===== src/hw/rtl/lcms_pkg.sv =====
// ---------------------------------------------------------------------------
// lcms_pkg: shared types and constants
// Widths, function codes, register indexes and controller command struct
// for the min-max scaled linear classifier.
// ---------------------------------------------------------------------------
package lcms_pkg;

   localparam int MaxFeatures = 64;
   localparam int IdxW = 6;
   localparam int QuoW = 52;                  // |num*2^17| < 2^50, two guard bits
   localparam int DivSteps = QuoW;

   localparam logic FUNC_LOAD = 1'b0;
   localparam logic FUNC_SAMPLE = 1'b1;

   localparam logic [IdxW-1:0] REG_LABEL_NEG = 6'd0;
   localparam logic [IdxW-1:0] REG_LABEL_POS = 6'd1;

   // controller to datapath
   typedef struct packed {
      logic capture;     // latch the accepted item
      logic table_write; // write the table entry of a load
      logic div_start;   // set up the divider from the read entry
      logic div_step;    // one quotient bit
      logic mult;        // form norm and product
      logic accum;       // add term to the accumulator
      logic emit;        // load the result register and clear the sum
   } dp_cmd_type;

   // datapath to controller
   typedef struct packed {
      logic is_sample;
      logic is_last;
      logic degen;       // max equals min
   } dp_status_type;

endpackage


===== src/hw/rtl/lcms_ctrl.sv =====
// ---------------------------------------------------------------------------
// lcms_ctrl: sequencing controller
// Accepts one item at a time, writes load items to the tables, and for samples
// steps the divider, multiplies, accumulates and hands a result to the output register.
// ---------------------------------------------------------------------------
module lcms_ctrl (
   input  logic                     clock,
   input  logic                     reset,
   input  logic                     req_valid,
   output logic                     req_stall,
   output logic                     rsp_valid,
   input  logic                     rsp_stall,
   output lcms_pkg::dp_cmd_type     cmd,
   input  lcms_pkg::dp_status_type  status
);
   import lcms_pkg::*;

   localparam logic [2:0] S_IDLE = 3'd0, S_DECODE = 3'd1, S_DIV = 3'd2,
                          S_MULT = 3'd3, S_ACC = 3'd4, S_EMIT = 3'd5;

   logic [2:0] state_ff, state_in;
   logic [5:0] cnt_ff, cnt_in;
   logic       rv_ff, rv_in;
   logic       degen_ok;

   assign req_stall = (state_ff != S_IDLE);
   assign rsp_valid = rv_ff;
   assign degen_ok  = status.degen;

   always_comb begin
      state_in = state_ff;
      cnt_in   = cnt_ff;
      rv_in    = rv_ff && rsp_stall;
      cmd      = '0;
      case (state_ff)
         S_IDLE: begin
            if (req_valid) begin
               cmd.capture = 1'b1;
               state_in = S_DECODE;
            end
         end
         S_DECODE: begin
            if (!status.is_sample) begin
               cmd.table_write = 1'b1;
               state_in = S_IDLE;
            end else begin
               cmd.div_start = 1'b1;
               cnt_in = 6'(DivSteps - 1);
               state_in = S_DIV;
            end
         end
         S_DIV: begin
            cmd.div_step = 1'b1;
            cnt_in = cnt_ff - 6'd1;
            if (cnt_ff == 6'd0) state_in = S_MULT;
         end
         S_MULT: begin
            cmd.mult = 1'b1;
            state_in = degen_ok ? (status.is_last ? S_EMIT : S_IDLE) : S_ACC;
         end
         S_ACC: begin
            cmd.accum = 1'b1;
            state_in = status.is_last ? S_EMIT : S_IDLE;
         end
         S_EMIT: begin
            if (!rv_ff || !rsp_stall) begin
               cmd.emit = 1'b1;
               rv_in = 1'b1;
               state_in = S_IDLE;
            end
         end
         default: state_in = S_IDLE;
      endcase
   end

   always_ff @(posedge clock) begin
      if (reset) begin
         state_ff <= S_IDLE;
         cnt_ff   <= '0;
         rv_ff    <= 1'b0;
      end else begin
         state_ff <= state_in;
         cnt_ff   <= cnt_in;
         rv_ff    <= rv_in;
      end
   end
endmodule

===== config.mk =====
export PLATFORM = sky130hd
export DESIGN_NAME = lcms_ctrl
export DESIGN_NICKNAME = d
export VERILOG_FILES = /design/src/hw/rtl/lcms_pkg.sv /design/src/hw/rtl/lcms_ctrl.sv
export SDC_FILE = /design/constraint.sdc
export NUM_CORES = 1
export LEC_CHECK = 0
export BUFFER_PORTS_ARGS = -buffer_cell sky130_fd_sc_hd__buf_4
export CORE_AREA = 2 2 39 41
export DETAILED_ROUTE_END_ITERATION = 10
export DIE_AREA = 0 0 41 43
export PLACE_DENSITY = 0.82
export SYNTH_ARGS = -nofsm -noshare
export SYNTH_HDL_FRONTEND = slang
export SYNTH_SLANG_ARGS = --single-unit

===== constraint.sdc =====
create_clock -name clock -period 1.8 [get_ports clock]
set_input_delay 0.36 -clock clock [delete_from_list [all_inputs] [get_ports clock]]
set_output_delay 0.36 -clock clock [all_outputs]
set_load 0.05 [all_outputs]

==> impl_metrics.prom <==
# TYPE chip_impl_metric gauge
chip_impl_metric{name="fin_worst_skew",unit="ns"} 0.007068
chip_impl_metric{name="initial_core_util",unit="%"} 46.02
chip_impl_metric{name="post_synth_instance_area",unit="µm²"} 636.9
chip_impl_metric{name="clock_sinks",unit=""} 10
chip_impl_metric{name="path_clk_slew",unit="ns"} 0.07
chip_impl_info{name="cp-start-kind",value="register"} 1
chip_impl_info{name="yosysMostFrequentCell",value="sky130_fd_sc_hd__dfxtp_1"} 1
chip_impl_metric{name="yosysSeqAreaShare",unit="%"} 31.43
chip_impl_metric{name="detail_route.iter0.violations",unit=""} 4
chip_impl_info{name="ys_top_cells_by_area",value="sky130_fd_sc_hd__dfxtp_1 31%, sky130_fd_sc_hd__buf_6 5.3%, sky130_fd_sc_hd__a221oi_2 4.7%"} 1
chip_impl_metric{name="via_count",unit=""} 566
chip_impl_metric{name="cts_inserted_buffers",unit=""} 3
chip_impl_info{name="path_class",value="reg -> out"} 1
chip_impl_metric{name="power_report.internal_total",unit="µW"} 418.7
chip_impl_info{name="grt_setup_unrepaired",value="false"} 1
chip_impl_info{name="synth_flop_cell",value="sky130_fd_sc_hd__dfxtp_1"} 1
chip_impl_metric{name="route.detailed.vias_per_inst",unit=""} 5.495
chip_impl_metric{name="crit_fanout",unit=""} 10
chip_impl_metric{name="std_cell_rows",unit=""} 14
chip_impl_metric{name="fp.dieArea",unit="µm²"} 1763
chip_impl_info{name="status",value="finished clean"} 1
chip_impl_metric{name="postSynth.asyncResetShare",unit="%"} 0
chip_impl_metric{name="p_comb_share",unit="%"} 35.3
chip_impl_metric{name="yosysWarningCount",unit=""} 0
chip_impl_metric{name="port_buffers",unit=""} 15
chip_impl_metric{name="grt_max_degree",unit=""} 11
chip_impl_metric{name="ioPinCount",unit=""} 16
chip_impl_metric{name="cap_viol_max_count",unit=""} 0
chip_impl_info{name="post_synth_top_area_cell",value="sky130_fd_sc_hd__dfxtp_1"} 1
chip_impl_metric{name="n_antenna_cell",unit=""} 0
chip_impl_metric{name="critPathArrivalTime",unit="ns"} 1.37
chip_impl_metric{name="grt_pass1_vias",unit=""} 475
chip_impl_info{name="netlist_top_cells_count",value="10 x sky130_fd_sc_hd__dfxtp_1, 7 x sky130_fd_sc_hd__inv_1, 5 x sky130_fd_sc_hd__a21oi_1"} 1
chip_impl_metric{name="groute.usage.overall",unit="%"} 15.84
chip_impl_metric{name="synth_top_area_share",unit="%"} 31.43
chip_impl_metric{name="synth_enable_flop_cells",unit=""} 0
chip_impl_metric{name="maxSlewHeadroom",unit="%"} 78.99
chip_impl_metric{name="residual_antenna_violating_net_count_after_detailed_routing",unit=""} 0
chip_impl_metric{name="drt_wl_total",unit="µm"} 1262
chip_impl_metric{name="ir_worst_vdd",unit="mV"} 0.4120
chip_impl_metric{name="final-hold-violation-count",unit=""} 0
chip_impl_metric{name="post_layout_worst_setup_margin",unit="ns"} 0.07482
chip_impl_metric{name="antenna_violations_before_repair",unit=""} 0
chip_impl_metric{name="clock_power_share",unit="%"} 23.6
chip_impl_metric{name="globalplace.congestion",unit=""} 0.6904
chip_impl_metric{name="synthDistinctLibCells",unit=""} 36
chip_impl_metric{name="cp.required",unit="ns"} 1.44
chip_impl_metric{name="final.fill_count",unit=""} 134
chip_impl_metric{name="postLayoutCoreUtil",unit="%"} 57.50
chip_impl_metric{name="synthesis.instances",unit=""} 71
chip_impl_metric{name="clk_latency",unit="ns"} 0.27
chip_impl_metric{name="layout.nets",unit=""} 98
chip_impl_metric{name="switchingPower",unit="µW"} 235.0
chip_impl_metric{name="switching_share",unit="%"} 35.95
chip_impl_metric{name="drt-pass1-iter-count",unit=""} 4
chip_impl_metric{name="worst_pin_slew",unit="ns"} 0.3128
chip_impl_metric{name="post-route-drc-count",unit=""} 0
chip_impl_metric{name="sequentialPowerShare",unit="%"} 41.1
chip_impl_metric{name="place_ws",unit="ns"} 0.2542
chip_impl_metric{name="cts-htree-levels",unit=""} 1
chip_impl_metric{name="hold_slack",unit="ns"} 0.3391
chip_impl_info{name="worst_setup_path_end_kind",value="output pin"} 1
chip_impl_metric{name="syn_area_per_cell",unit="µm²"} 8.970
chip_impl_info{name="tritoncts_clock_tree",value="yes"} 1
chip_impl_metric{name="register_area",unit="µm²"} 203.9
chip_impl_metric{name="design_power_total",unit="µW"} 653.7
chip_impl_metric{name="whs_path_depth",unit=""} 2
chip_impl_metric{name="post_route_cells_drive_above_1_share",unit="%"} 41.38
chip_impl_metric{name="layout_min_cycle_time",unit="ns"} 1.725
chip_impl_metric{name="total_leakage_power",unit="µW"} 0.0003286
chip_impl_metric{name="fp.dieH",unit="µm"} 43
chip_impl_metric{name="p_per_area",unit="nW/µm²"} 821.5
chip_impl_metric{name="layout-area-overhead-vs-synth",unit="%"} 24.95
chip_impl_metric{name="grt.overflow.total",unit=""} 0
chip_impl_metric{name="setup.reg_to_reg.worst_slack",unit="ns"} 0.32
chip_impl_metric{name="grt_first_pass_wirelength",unit="µm"} 1883
chip_impl_metric{name="setup-violations-final",unit=""} 0
chip_impl_metric{name="routed_wire_length_per_instance",unit="µm"} 12.25
chip_impl_metric{name="multi_input_comb_area",unit="µm²"} 380.4
chip_impl_metric{name="chipWidth",unit="µm"} 41
chip_impl_metric{name="fin_crit_sh",unit="%"} 95.84
chip_impl_metric{name="synth.net_count",unit=""} 80
chip_impl_metric{name="dp_hpwl",unit="µm"} 880.2
chip_impl_metric{name="timing.fmax",unit="MHz"} 579.6
chip_impl_info{name="clock-root-buffer",value="sky130_fd_sc_hd__clkbuf_4"} 1
chip_impl_metric{name="synth.ff_latch_count",unit=""} 10
chip_impl_metric{name="final-max-slew-violation-count",unit=""} 0
chip_impl_metric{name="core_area",unit="µm²"} 1384
chip_impl_metric{name="buffer_levels_on_the_longest_clock_path",unit=""} 2
chip_impl_metric{name="reg2regPathDepth",unit=""} 4
chip_impl_info{name="hold_class",value="in -> reg"} 1
[area by class of cell]
cell class,instances,share of cell area (%)
timing repair buffer,19,17.92
inverter,7,3.302
sequential,10,25.63
clock buffer,3,2.830
tap,16,2.516
multi-input combinational,48,47.80
[metrics by stage]
step	std cells	TNS (ns)	area, µm²
3_3_place_gp	99	0	755.7
2_1_floorplan	71	-0.02310	650.6
5_1_grt	103	0	795.8
3_5_place_dp	99	0	755.7
4_1_cts	103	0	788.3
6_report	103	0	795.8
[worst paths after layout]
check                                 from                       end
setup / recovery  state_ff[1]$_SDFFE_PP0P_                    cmd[6]
hold / removal                       reset  state_ff[0]$_SDFFE_PP0P_
setup reg to reg  state_ff[1]$_SDFFE_PP0P_    cnt_ff[4]$_SDFFE_PP0P_
hold reg to reg     cnt_ff[4]$_SDFFE_PP0P_    cnt_ff[4]$_SDFFE_PP0P_
[placed cells by master (no fill, tap or decap)]
cell	count
sky130_fd_sc_hd__o21a_1	1
sky130_fd_sc_hd__a21o_1	2
sky130_fd_sc_hd__a311oi_1	1
sky130_fd_sc_hd__nor4b_2	1
sky130_fd_sc_hd__buf_4	19
sky130_fd_sc_hd__inv_1	7
sky130_fd_sc_hd__dfxtp_1	7
sky130_fd_sc_hd__mux2_2	1
sky130_fd_sc_hd__nand2b_1	1
sky130_fd_sc_hd__and4_1	1
sky130_fd_sc_hd__o21ai_0	1
sky130_fd_sc_hd__a41oi_1	1
sky130_fd_sc_hd__nor3_1	3
sky130_fd_sc_hd__nor2b_1	2
sky130_fd_sc_hd__nor3b_1	1
sky130_fd_sc_hd__nand3_1	4
sky130_fd_sc_hd__or3_1	1
sky130_fd_sc_hd__and3b_1	1
sky130_fd_sc_hd__nor3b_4	1
sky130_fd_sc_hd__nor3_2	1
sky130_fd_sc_hd__nor4bb_2	1
sky130_fd_sc_hd__a211oi_2	1
sky130_fd_sc_hd__nor2_4	1
sky130_fd_sc_hd__a211o_1	2
sky130_fd_sc_hd__nor2_1	3
sky130_fd_sc_hd__a221oi_2	2
sky130_fd_sc_hd__ha_1	2
sky130_fd_sc_hd__a21bo_2	1
sky130_fd_sc_hd__dfxtp_2	3
sky130_fd_sc_hd__nand4_1	1
sky130_fd_sc_hd__a21oi_1	5
sky130_fd_sc_hd__a211oi_1	1
sky130_fd_sc_hd__nand2_1	2
sky130_fd_sc_hd__nor2_2	1
sky130_fd_sc_hd__nand4b_1	1
sky130_fd_sc_hd__clkbuf_4	3
[worst max-delay path, stage by stage (launching register included)]
cell and delay (ns):
sky130_fd_sc_hd__dfxtp_2 0.38, sky130_fd_sc_hd__or3_1 0.44, sky130_fd_sc_hd__nor2_4 0.09, sky130_fd_sc_hd__buf_4 0.19
[layer usage]
| metal | global-route usage (%) | part of all wire, % | routed length, µm | up-vias |
|---|---|---|---|---|
| met5 | 0 | 0 | 0 | - |
| met4 | 10.00 | 2.7 | 34 | 0 |
| met3 | 3.141 | 5.2 | 65 | 5 |
| met2 | 24.69 | 49 | 614 | 15 |
| met1 | 18.63 | 43 | 547 | 257 |
| li1 | - | - | - | 289 |
[flip-flops by register name, indices dropped and copies added, names as in the netlist]
name,count
cnt_ff,6
rsp_valid,1
state_ff,3
[power by group through the flow]
stage | Clock [µW] | Combinational, µW | Sequential, µW
2_1_floorplan | 0 | 185 | 262
3_3_place_gp | 0 | 222 | 271
3_5_place_dp | 0 | 228 | 271
4_1_cts | 159 | 231 | 267
5_1_grt | 171 | 251 | 272
6_report | 154 | 231 | 269
[kinds of logic (layout without fill, tap and decap cells)]
logic type | after synthesis | count (layout) | synth area share (%)
AOI/OAI and AO/OA | 18 | 18 | 23.18
adders and majority gates | 2 | 2 | 3.929
buffers and inverters | 13 | 29 | 11.98
DFF | 10 | 10 | 31.43
muxes | 1 | 1 | 1.768
and+or+nand+nor | 27 | 27 | 27.70
[timing repair]
action                     in CTS  in global routing
hold buffers                    0                  0
setup endpoints to repair       3                  2
cloned                          0                  0
buffers inserted                1                  0
pin swaps                       0                  1
resized for setup               2                  2
Power figures use the tool's default switching activity.
